**config.mk**
```make
export PLATFORM = sky130hd
export DESIGN_NAME = unix_seconds_to_fat_datetime_top
export DESIGN_NICKNAME = d
export VERILOG_FILES = /design/src/design/uxfat_pkg.sv /design/src/design/uxfat_split.sv /design/src/design/uxfat_civil.sv /design/src/design/uxfat_clock.sv /design/src/design/unix_seconds_to_fat_datetime_top.sv
export SDC_FILE = /design/constraint.sdc
export NUM_CORES = 2
export LEC_CHECK = 0
export BUFFER_PORTS_ARGS = -buffer_cell sky130_fd_sc_hd__buf_2
export CAP_MARGIN = 10
export CORE_ASPECT_RATIO = 0.9
export CORE_MARGIN = 10
export CORE_UTILIZATION = 68
export DETAILED_ROUTE_END_ITERATION = 10
export PLACE_DENSITY = 0.88
export SKIP_CTS_REPAIR_TIMING = 1
export SYNTH_ARGS = -nofsm -noshare
export SYNTH_HDL_FRONTEND = slang
export SYNTH_SLANG_ARGS = --single-unit
```
**constraint.sdc**
```tcl
create_clock -name clk -period 15.8 [get_ports clk]
set_input_delay 3.16 -clock clk [delete_from_list [all_inputs] [get_ports clk]]
set_output_delay 3.16 -clock clk [all_outputs]
set_load 0.02 [all_outputs]
```
**src/design/uxfat_pkg.sv**
```systemverilog
package uxfat_pkg;

	localparam int SecsW = 40;
	localparam int SpanW = 33;   // seconds below 2^33 cover every year up to 2107
	localparam int DaysW = 17;
	localparam int RemW  = 17;
	localparam int DoeW  = 18;
	localparam int EraW  = 3;
	localparam int YoeW  = 9;
	localparam int DoyW  = 9;
	localparam int MpW   = 4;
	localparam int YearW = 12;

	localparam logic [15:0] DefaultDate = 16'((1 << 5) | 1);
	localparam logic [YearW-1:0] YearLow  = YearW'(1980);
	localparam logic [YearW-1:0] YearHigh = YearW'(2107);

	typedef struct packed {
		logic              clock_valid;
		logic [SecsW-1:0]  unix_seconds;
	} req_item_t;

	typedef struct packed {
		logic [15:0] date_word;
		logic [15:0] time_word;
	} rsp_item_t;

	// first day of year-of-march month mp, i.e. (153*mp+2)/5
	function automatic logic [DoyW-1:0] month_start(input logic [MpW-1:0] mp);
		logic [DoyW-1:0] r;
		unique case (mp)
			4'd0:    r = 9'd0;
			4'd1:    r = 9'd31;
			4'd2:    r = 9'd61;
			4'd3:    r = 9'd92;
			4'd4:    r = 9'd122;
			4'd5:    r = 9'd153;
			4'd6:    r = 9'd184;
			4'd7:    r = 9'd214;
			4'd8:    r = 9'd245;
			4'd9:    r = 9'd275;
			4'd10:   r = 9'd306;
			4'd11:   r = 9'd337;
			default: r = 9'd0;
		endcase
		return r;
	endfunction

endpackage

```
**src/design/uxfat_split.sv**
```systemverilog
module uxfat_split import uxfat_pkg::*; (
	input  logic             clk,
	input  logic             en,
	input  logic [SpanW-1:0] secs,
	output logic [RemW-1:0]  rem_s2,
	output logic [DoeW-1:0]  doe_s2,
	output logic [EraW-1:0]  era_s2
);

	localparam int QW = SpanW - 7;
	localparam int Shift = 36;
	localparam logic [26:0] RecipDay = 27'd101806633;  // ceil(2^36 / 675)
	localparam logic [19:0] EpochShift = 20'd719468;
	localparam int EraDays = 146097;

	logic [QW+26:0]     dprod;
	logic [DaysW-1:0]   days_s1;
	logic [RemW-1:0]    low_s1;
	logic [DaysW+16:0]  sprod;
	logic [19:0]        z;
	logic [EraW-1:0]    era;
	logic [19:0]        era_base;

	// seconds / 86400 = (seconds >> 7) / 675
	assign dprod = (QW+27)'(secs[SpanW-1:7]) * (QW+27)'(RecipDay);

	always_ff @(posedge clk) begin
		if (en) begin
			days_s1 <= dprod[Shift+DaysW-1:Shift];
			low_s1  <= secs[RemW-1:0];
		end
	end

	// remainder fits in 17 bits, so only the low bits of the product matter
	assign sprod = (DaysW+17)'(days_s1) * (DaysW+17)'(86400);
	assign z     = 20'(days_s1) + EpochShift;

	always_comb begin
		priority if (z >= 20'(5*EraDays)) begin
			era = 3'd5;
		end else if (z >= 20'(4*EraDays)) begin
			era = 3'd4;
		end else if (z >= 20'(3*EraDays)) begin
			era = 3'd3;
		end else if (z >= 20'(2*EraDays)) begin
			era = 3'd2;
		end else if (z >= 20'(EraDays)) begin
			era = 3'd1;
		end else begin
			era = 3'd0;
		end
		era_base = 20'(era) * 20'(EraDays);
	end

	always_ff @(posedge clk) begin
		if (en) begin
			rem_s2 <= low_s1 - sprod[RemW-1:0];
			doe_s2 <= DoeW'(z - era_base);
			era_s2 <= era;
		end
	end

endmodule

```
**src/design/uxfat_civil.sv**
```systemverilog
module uxfat_civil import uxfat_pkg::*; (
	input  logic              clk,
	input  logic              en,
	input  logic [DoeW-1:0]   doe_s2,
	input  logic [EraW-1:0]   era_s2,
	output logic [MpW-1:0]    mp_s6,
	output logic [DoyW-1:0]   doy_s6,
	output logic [YearW-1:0]  ybase_s6
);

	localparam logic [16:0] Recip1460 = 17'd91930;   // ceil(2^25 / 365), on doe >> 2
	localparam logic [18:0] Recip365  = 19'd367720;  // ceil(2^27 / 365)
	localparam logic [11:0] Recip153  = 12'd3427;    // ceil(2^19 / 153)

	// stage 3
	logic [32:0]      aprod;
	logic [7:0]       n1460;
	logic [2:0]       n36524;
	logic             n146096;
	logic [DoeW-1:0]  t;
	logic [DoeW-1:0]  t_s3;
	logic [DoeW-1:0]  doe_s3;
	logic [EraW-1:0]  era_s3;

	assign aprod   = 33'(doe_s2[DoeW-1:2]) * 33'(Recip1460);
	assign n1460   = aprod[32:25];
	assign n146096 = (doe_s2 == DoeW'(146096));

	always_comb begin
		n36524 = 3'd0;
		if (doe_s2 >= DoeW'(36524))  n36524 = 3'd1;
		if (doe_s2 >= DoeW'(73048))  n36524 = 3'd2;
		if (doe_s2 >= DoeW'(109572)) n36524 = 3'd3;
		if (doe_s2 >= DoeW'(146096)) n36524 = 3'd4;
		t = doe_s2 - DoeW'(n1460) + DoeW'(n36524) - DoeW'(n146096);
	end

	always_ff @(posedge clk) begin
		if (en) begin
			t_s3   <= t;
			doe_s3 <= doe_s2;
			era_s3 <= era_s2;
		end
	end

	// stage 4: year of era
	logic [36:0]      yprod;
	logic [YoeW-1:0]  yoe_s4;
	logic [DoeW-1:0]  doe_s4;
	logic [EraW-1:0]  era_s4;

	assign yprod = 37'(t_s3) * 37'(Recip365);

	always_ff @(posedge clk) begin
		if (en) begin
			yoe_s4 <= yprod[27+YoeW-1:27];
			doe_s4 <= doe_s3;
			era_s4 <= era_s3;
		end
	end

	// stage 5: day of year and base year
	logic [1:0]        centuries;
	logic [DoeW-1:0]   ystart;
	logic [DoyW-1:0]   doy_s5;
	logic [YearW-1:0]  ybase_s5;

	always_comb begin
		centuries = 2'd0;
		if (yoe_s4 >= YoeW'(100)) centuries = 2'd1;
		if (yoe_s4 >= YoeW'(200)) centuries = 2'd2;
		if (yoe_s4 >= YoeW'(300)) centuries = 2'd3;
		ystart = DoeW'(yoe_s4) * DoeW'(365) + DoeW'(yoe_s4[YoeW-1:2]) - DoeW'(centuries);
	end

	always_ff @(posedge clk) begin
		if (en) begin
			doy_s5   <= DoyW'(doe_s4 - ystart);
			ybase_s5 <= YearW'(yoe_s4) + YearW'(era_s4) * YearW'(400);
		end
	end

	// stage 6: month counted from march
	logic [10:0] mx;
	logic [22:0] mprod;

	assign mx    = 11'(doy_s5) * 11'd5 + 11'd2;
	assign mprod = 23'(mx) * 23'(Recip153);

	always_ff @(posedge clk) begin
		if (en) begin
			mp_s6    <= mprod[22:19];
			doy_s6   <= doy_s5;
			ybase_s6 <= ybase_s5;
		end
	end

endmodule

```
**src/design/uxfat_clock.sv**
```systemverilog
module uxfat_clock import uxfat_pkg::*; (
	input  logic             clk,
	input  logic             en,
	input  logic [RemW-1:0]  rem_s2,
	output logic [15:0]      tw_s6
);

	localparam logic [15:0] Recip15 = 16'd34953;  // ceil(2^19 / 15), divide by 60 on x >> 2

	// stage 3: total minutes of the day
	logic [30:0]      mprod;
	logic [10:0]      mtot_s3;
	logic [RemW-1:0]  rem_s3;

	assign mprod = 31'(rem_s2[RemW-1:2]) * 31'(Recip15);

	always_ff @(posedge clk) begin
		if (en) begin
			mtot_s3 <= mprod[29:19];
			rem_s3  <= rem_s2;
		end
	end

	// stage 4: hour and seconds
	logic [24:0]      hprod;
	logic [RemW-1:0]  sec_full;
	logic [4:0]       hour_s4;
	logic [10:0]      mtot_s4;
	logic [5:0]       sec_s4;

	assign hprod    = 25'(mtot_s3[10:2]) * 25'(Recip15);
	assign sec_full = rem_s3 - RemW'(mtot_s3) * RemW'(60);

	always_ff @(posedge clk) begin
		if (en) begin
			hour_s4 <= hprod[23:19];
			mtot_s4 <= mtot_s3;
			sec_s4  <= sec_full[5:0];
		end
	end

	// stage 5: minute and packing
	logic [10:0]  min_full;
	logic [15:0]  tw_s5;

	assign min_full = mtot_s4 - 11'(hour_s4) * 11'd60;

	always_ff @(posedge clk) begin
		if (en) begin
			tw_s5 <= {hour_s4, min_full[5:0], sec_s4[5:1]};
			tw_s6 <= tw_s5;
		end
	end

endmodule

```
**src/design/unix_seconds_to_fat_datetime_top.sv**
```systemverilog
// an accepted item passes the stage registers s1 to s6 and then the output register before its result is on rsp
// throughput: one item per cycle, the pipeline moves whenever the output register is free
// rsp_stall while rsp_valid is high backs up every stage at once and req_stall follows it in the same cycle
// reset clears the valid bits of all stages; data registers are not reset
module unix_seconds_to_fat_datetime_top import uxfat_pkg::*; (
	input  logic       clk,
	input  logic       arst_n,
	input  logic       req_valid,
	output logic       req_stall,
	input  req_item_t  req,
	output logic       rsp_valid,
	input  logic       rsp_stall,
	output rsp_item_t  rsp
);

	logic              en;
	logic [6:1]        v_q;
	logic [6:1]        ok_q;
	logic [RemW-1:0]   rem_s2;
	logic [DoeW-1:0]   doe_s2;
	logic [EraW-1:0]   era_s2;
	logic [MpW-1:0]    mp_s6;
	logic [DoyW-1:0]   doy_s6;
	logic [YearW-1:0]  ybase_s6;
	logic [15:0]       tw_s6;
	logic              rsp_valid_q;
	rsp_item_t         rsp_q;

	assign en        = !(rsp_valid_q && rsp_stall);
	assign req_stall = !en;
	assign rsp_valid = rsp_valid_q;
	assign rsp       = rsp_q;

	always_ff @(posedge clk or negedge arst_n) begin
		if (!arst_n) begin
			v_q         <= '0;
			rsp_valid_q <= 1'b0;
		end else if (en) begin
			v_q         <= {v_q[5:1], req_valid};
			rsp_valid_q <= v_q[6];
		end
	end

	// seconds at or above 2^33 lie past 2107 and give the default stamp
	always_ff @(posedge clk) begin
		if (en) begin
			ok_q <= {ok_q[5:1], req.clock_valid & ~|req.unix_seconds[SecsW-1:SpanW]};
		end
	end

	uxfat_split u_split (
		.clk    (clk),
		.en     (en),
		.secs   (req.unix_seconds[SpanW-1:0]),
		.rem_s2 (rem_s2),
		.doe_s2 (doe_s2),
		.era_s2 (era_s2)
	);

	uxfat_civil u_civil (
		.clk      (clk),
		.en       (en),
		.doe_s2   (doe_s2),
		.era_s2   (era_s2),
		.mp_s6    (mp_s6),
		.doy_s6   (doy_s6),
		.ybase_s6 (ybase_s6)
	);

	uxfat_clock u_clock (
		.clk    (clk),
		.en     (en),
		.rem_s2 (rem_s2),
		.tw_s6  (tw_s6)
	);

	// final stage: calendar month, day, year and range check
	logic [DoyW-1:0]   day_full;
	logic [MpW-1:0]    month;
	logic [YearW-1:0]  year;
	logic [YearW-1:0]  yoff;
	logic              in_range;
	rsp_item_t         rsp_d;

	always_comb begin
		day_full = doy_s6 - month_start(mp_s6) + DoyW'(1);
		month    = (mp_s6 < MpW'(10)) ? mp_s6 + MpW'(3) : mp_s6 - MpW'(9);
		year     = ybase_s6 + YearW'(month <= MpW'(2));
		yoff     = year - YearLow;
		in_range = ok_q[6] && (year >= YearLow) && (year <= YearHigh);
		if (in_range) begin
			rsp_d.date_word = {yoff[6:0], month, day_full[4:0]};
			rsp_d.time_word = tw_s6;
		end else begin
			rsp_d.date_word = DefaultDate;
			rsp_d.time_word = 16'd0;
		end
	end

	always_ff @(posedge clk) begin
		if (en) begin
			rsp_q <= rsp_d;
		end
	end

endmodule

```
# Word-level counts from Yosys, hierarchy flattened
# Memory sizes are Yosys's and may differ from the RTL's. A register that Yosys moved wholly into a read port is not among the register bits.
# Index checks and enable logic that the tools add are counted.
totals:
  reg_bits: 276
  rom_bits: 144
  input_bits: 45
  mem_count: 1
memory_table:
  columns: ["name", "depth", "width", "rd", "rd_ports_with_merged_regs", "write_ports", "line", "source"]
  rows:
  - ["(name not given)", 16, 9, 1, 1, 0, "uxfat_pkg.sv:31", "unique case (mp)"]
classes:
  muxes: 14
  n_lt_le_gt_ge: 16
  n_bitwise: 1
  multipliers: 13
  reduce_logical: 5
  addsub: 19
  eq_ne: 1
ops:
  columns: ["operator", "count"]
  rows:
  - ["$mul A26 B27 Y53 const B", 1]
  - ["$ge A20 B19 Y1 const B", 2]
  - ["$ge A20 B20 Y1 const B", 2]
  - ["$ge A18 B17 Y1 const B", 2]
  - ["$mul A18 B16 Y33 const B", 1]
  - ["$mul A16 B16 Y32 const B", 1]
  - ["$mul A15 B16 Y30 const B", 1]
  - ["$mul A9 B16 Y24 const B", 1]
  - ["$mul A11 B12 Y23 const B", 1]
  - ["$add A17 B20 Y20 const B", 1]
  - ["$ge A20 B18 Y1 const B", 1]
  - ["$add A18 B3 Y18", 1]
  - ["$eq A18 B18 Y1 const B", 1]
  - ["$ge A18 B16 Y1 const B", 1]
  - ["$ge A18 B18 Y1 const B", 1]
  - ["$mul A3 B18 Y18 const B", 1]
  - ["$sub A18 B1 Y18", 1]
  - ["$sub A18 B18 Y18", 1]
  - ["$sub A18 B8 Y18", 1]
  - ["$mul A17 B10 Y10 const B", 1]
  - ["$sub A17 B17 Y17", 1]
  - ["$mux W3", 5]
  - ["$add A12 B1 Y12", 1]
  - ["$add A9 B12 Y12", 1]
  - ["29 further kinds", 38]

# Logic depth before layout (Yosys ltp)
depth:
  ltp_word: 9
  mapped_depth: 37
  depth_no_buf: 37

# Hierarchy
# From an unflattened synthesis, not the netlist that was laid out.
hier_totals:
  hier_cells: 3693
  area_unflattened_um2: 40452.5
by_module_without_submodules:
  columns: ["mod", "area_each_um2", "cells_per_inst", "n_inst"]
  rows:
  - ["uxfat_civil", 18216.2, 1668, 1]
  - ["uxfat_split", 14531.4, 1405, 1]
  - ["uxfat_clock", 5175.0, 413, 1]
  - ["unix_seconds_to_fat_datetime_top", 2529.9, 207, 1]

# Least setup slack after synthesis
# OpenSTA, ideal clock, no wires.
synth_path:
  path_kind: "input to register"
  startpoint: "input port rsp_stall"
  endpoint: "register (tool-made name)"
  arrival_time_ps: 12631
  t_required_ps: 15683
  stages: 7
  slack_ps: 3052
  cell_sequence: "nand2_1 -> clkbuf_1 -> mux2i_1 -> ha_1 -> inv_1 -> mux2i_1 -> a22o_1"
synth_lines:
  columns: ["item", "line", "source"]
  rows:
  - ["start, declared", "unix_seconds_to_fat_datetime_top.sv:12", "input logic rsp_stall,"]

# Worst setup path after layout
layout_path:
  startpoint: "register u_split.doe_s2[7]"
  endpoint: "register u_civil.t_s3[16], data pin"
layout_between:
  elab_chain_len: 7
  word_cells_on_any_way: 13
layout_rtl:
  columns: ["item", "line", "source"]
  rows:
  - ["start, declared", "uxfat_split.sv:6", "output logic [DoeW-1:0] doe_s2,"]
  - ["start signal, assigned", "uxfat_split.sv:58", "doe_s2 <= DoeW'(z - era_base);"]
  - ["branches (longest 6 deep; another with $mul A16 B16 Y32)", null, null]
  - ["$sub A18 B1 Y18 (*)", "uxfat_civil.sv:35", "t = doe_s2 - DoeW'(n1460) + DoeW'(n36524) - DoeW'(n146096);"]
  - ["named net u_civil.t[16]", "uxfat_civil.sv:20", "logic [DoeW-1:0] t;"]
  - ["end signal, assigned", "uxfat_civil.sv:40", "t_s3 <= t;"]
  - ["end, declared", "uxfat_civil.sv:21", "logic [DoeW-1:0] t_s3;"]
# Mark *: on every way through the listed nets, which the timed path passes.
# A chain may end at the register's enable or synchronous reset.

==> impl_metrics.env <==
export IMPL_post_route_util_pct=72.5
export IMPL_relSlewSlack_pct=29.6
export IMPL_status="completed"
export IMPL_nets=5264
export IMPL_core_area_mm2=0.0583
export IMPL_finalCritPeriodShare_pct=64.4
export IMPL_max_stage_delay_ps=850
export IMPL_synth_cell_types=82
export IMPL_netlist_area_mm2=0.0400
export IMPL_synthToLayoutAreaGrowth_pct=5.81
export IMPL_layout_min_cycle_time_ps=10180
export IMPL_fmax_ghz=0.0983
export IMPL_remaining_drc_errors=0
export IMPL_die_h_um=250
export IMPL_ios=79
export IMPL_first_iter_violations=1593
export IMPL_io_buffers=77
export IMPL_grt_usage_pct=23.9
export IMPL_ctsHtreeMaxLevel=1
export IMPL_cap_violations=0
export IMPL_timing_hold_ws_ps=416
export IMPL_whs_path_depth=0
export IMPL_async_flop_share_pct=2.53
export IMPL_crit_type="flop to flop"
export IMPL_slowest_stage="edfxtp_1"
export IMPL_finalClockSkew_ps=18.2
export IMPL_clkSinkCount=277
export IMPL_grt_pass1_vias=27400
export IMPL_rsz0062_at_grt="false"
export IMPL_grt_first_pass_wirelength_um=135000
export IMPL_antenna_cells=0
export IMPL_cp_max_fo=13
export IMPL_reg2reg_to="u_civil.t_s3[16]"
export IMPL_slew_violations=0
export IMPL_clk_insertion_delay_late_ps=590
export IMPL_ys_ff_latch=277
export IMPL_grt_ovfl_total=0
export IMPL_holdCritPathClass="flop to flop"
export IMPL_synth_edf_count=265
export IMPL_r2r_start="u_split.doe_s2[7]"
export IMPL_die_area_mm2=0.0689
export IMPL_reg2reg_slack_ps=5620
export IMPL_numCtsBuffers=29
export IMPL_crit_required_ps=16120
export IMPL_ys_flop_type="edfxtp_1"
export IMPL_rows=84
export IMPL_synth_warning_count=0
export IMPL_cp_arrival_ps=10490
export IMPL_ys_seq_area_share_pct=20.6
export IMPL_dieWidth_um=276
export IMPL_synth_area_per_cell_um2=11.0
export IMPL_cts_path_max_buffers=3
export IMPL_hp_start="u_civil.doe_s3[1]"
export IMPL_reg2reg_depth=35
export IMPL_drt_wl_total_um=80100
export IMPL_setup_violations=0
export IMPL_start_util_pct=68.5
export IMPL_syn_inst=3648
export IMPL_crit_path_end_kind="flop"
export IMPL_cts_tree="done"
export IMPL_wl_per_cell_um=17.6
export IMPL_min_to="u_civil.doe_s4[1]"
export IMPL_vias=25600
export IMPL_root_buffer="clkbuf_16"
export IMPL_ant_nets=0
export IMPL_hold_violations=0
export IMPL_cts_reportedPaths_clkPinSlew_ps=60
export IMPL_first_pass_iters=6
export IMPL_setup_worst_path_start_class="flop"
export IMPL_setup_tns_ps=0
export IMPL_place_congestion=0.925
export IMPL_via_per_inst=5.62
export IMPL_grt_max_degree=81
export IMPL_final_layout_size_suffix_gt1_share_pct=4.50
export IMPL_worst_slew_pin_transition_ps=1060
export IMPL_grt_antenna_before_repair=0
export IMPL_place_hpwl_um=66300
==> metrics by stage <==
stage / worst slack [ps] / cells / area, um^2
3_3_place_gp: 5750 / 4495 / 41300
5_1_grt: 5110 / 4549 / 42300
3_5_place_dp: 5610 / 4495 / 41300
4_1_cts: 5740 / 4549 / 42300
2_1_floorplan: 3050 / 3654 / 40000
6_report: 5620 / 4549 / 42300
==> flip-flops by register name (all words and copies together), names as in the netlist, 9 cells and up, named ones only <==
name and flops:
rsp 32, u_civil.t_s3 18, u_split.doe_s2 18, u_split.days_s1 17
u_clock.tw_s5 16, u_clock.tw_s6 16, u_split.low_s1 16, u_split.rem_s2 16
u_civil.ybase_s5 12, u_civil.ybase_s6 12, u_clock.mtot_s3 11, u_civil.doe_s3 9
u_civil.doe_s4 9, u_civil.doy_s5 9, u_civil.yoe_s4 9
==> metal layers <==
layer	share of wire, %	GRT usage, %	up-vias
li1	-	-	12200
met1	43	31.6	12500
met2	49	41.2	689
met3	5.5	2.93	164
met4	2.4	5.90	0
met5	0	0	-
==> layout by cell type (no fill, tap or decap), types with 26 or more instances in the layout <==
cell type  synthesis  routed
buf_2              3      77
ha_1             989     989
and2_1            30      30
nor2_1            88      88
edfxtp_1         265     265
clkbuf_16          0      29
nand2_1           86      85
nor3_1            26      26
xor2_1            47      47
inv_1            915     915
a21o_1            61      61
fa_1             478     478
o21ai_0           72      72
xnor2_1          122     122
nand3_1           27      27
a21oi_1          128     128
==> cells by family after synthesis <==
kind of cell	synth area share (%)
buf+inv	8.77
xor+xnor	3.74
simple gates	4.88
flops	20.6
compound gates	6.76
other cells	0.0188
mux	0.347
fa+ha+maj	54.9
==> layout make-up <==
type / count / area (um^2)
Clock buffer: 38 / 779
Multi-Input combinational cell: 2446 / 28300
Inverter: 916 / 3440
Tap cell: 774 / 968
Fill cell: 3733 / 16000
Timing Repair Buffer: 82 / 423
Clock inverter: 16 / 189
Sequential cell: 277 / 8230
==> worst max-delay path: cells and delay by family, from the launching register on <==
family / cells / cell delay (ps)
AO/OA/AOI/OAI: 14 / 3760
buffers and inverters: 8 / 710
XOR/XNOR: 1 / 150
AND/OR/NAND/NOR: 1 / 60
flip-flops: 1 / 850
adder cells (fa/ha/maj): 11 / 4390
==> Yosys cell counts (26+ instances only) <==
library cell  instances  area share [%]
a21oi_1             128             1.6
edfxtp_1            265              20
ha_1                989              31
xor2_1               47             1.0
nand3_1              27            0.34
a21o_1               61             1.1
o21ai_0              72            0.90
nand2_1              86            0.81
and2_1               30            0.47
nor3_1               26            0.33
xnor2_1             122             2.7
fa_1                478              24
nor2_1               88            0.83
inv_1               915             8.6
==> worst max path at each step <==
| stage | from | to | slack (ps) | cells after the start |
|---|---|---|---|---|
| finish | u_split.doe_s2[7] | u_civil.t_s3[16] | 5620 | 35 |
| global route | u_split.doe_s2[6] | u_civil.t_s3[16] | 5110 | 34 |
| detailed placement | req[13] | u_split.days_s1[13] | 5610 | 24 |
| floorplan | rsp_stall | flop | 3050 | 7 |
| global placement | req[13] | u_split.days_s1[13] | 5750 | 26 |
| CTS | u_split.doe_s2[6] | u_civil.t_s3[16] | 5740 | 35 |
Power is left out: the tool's default activity adds up to more than one toggle a clock period on the data nets, which glitch-free logic cannot reach.
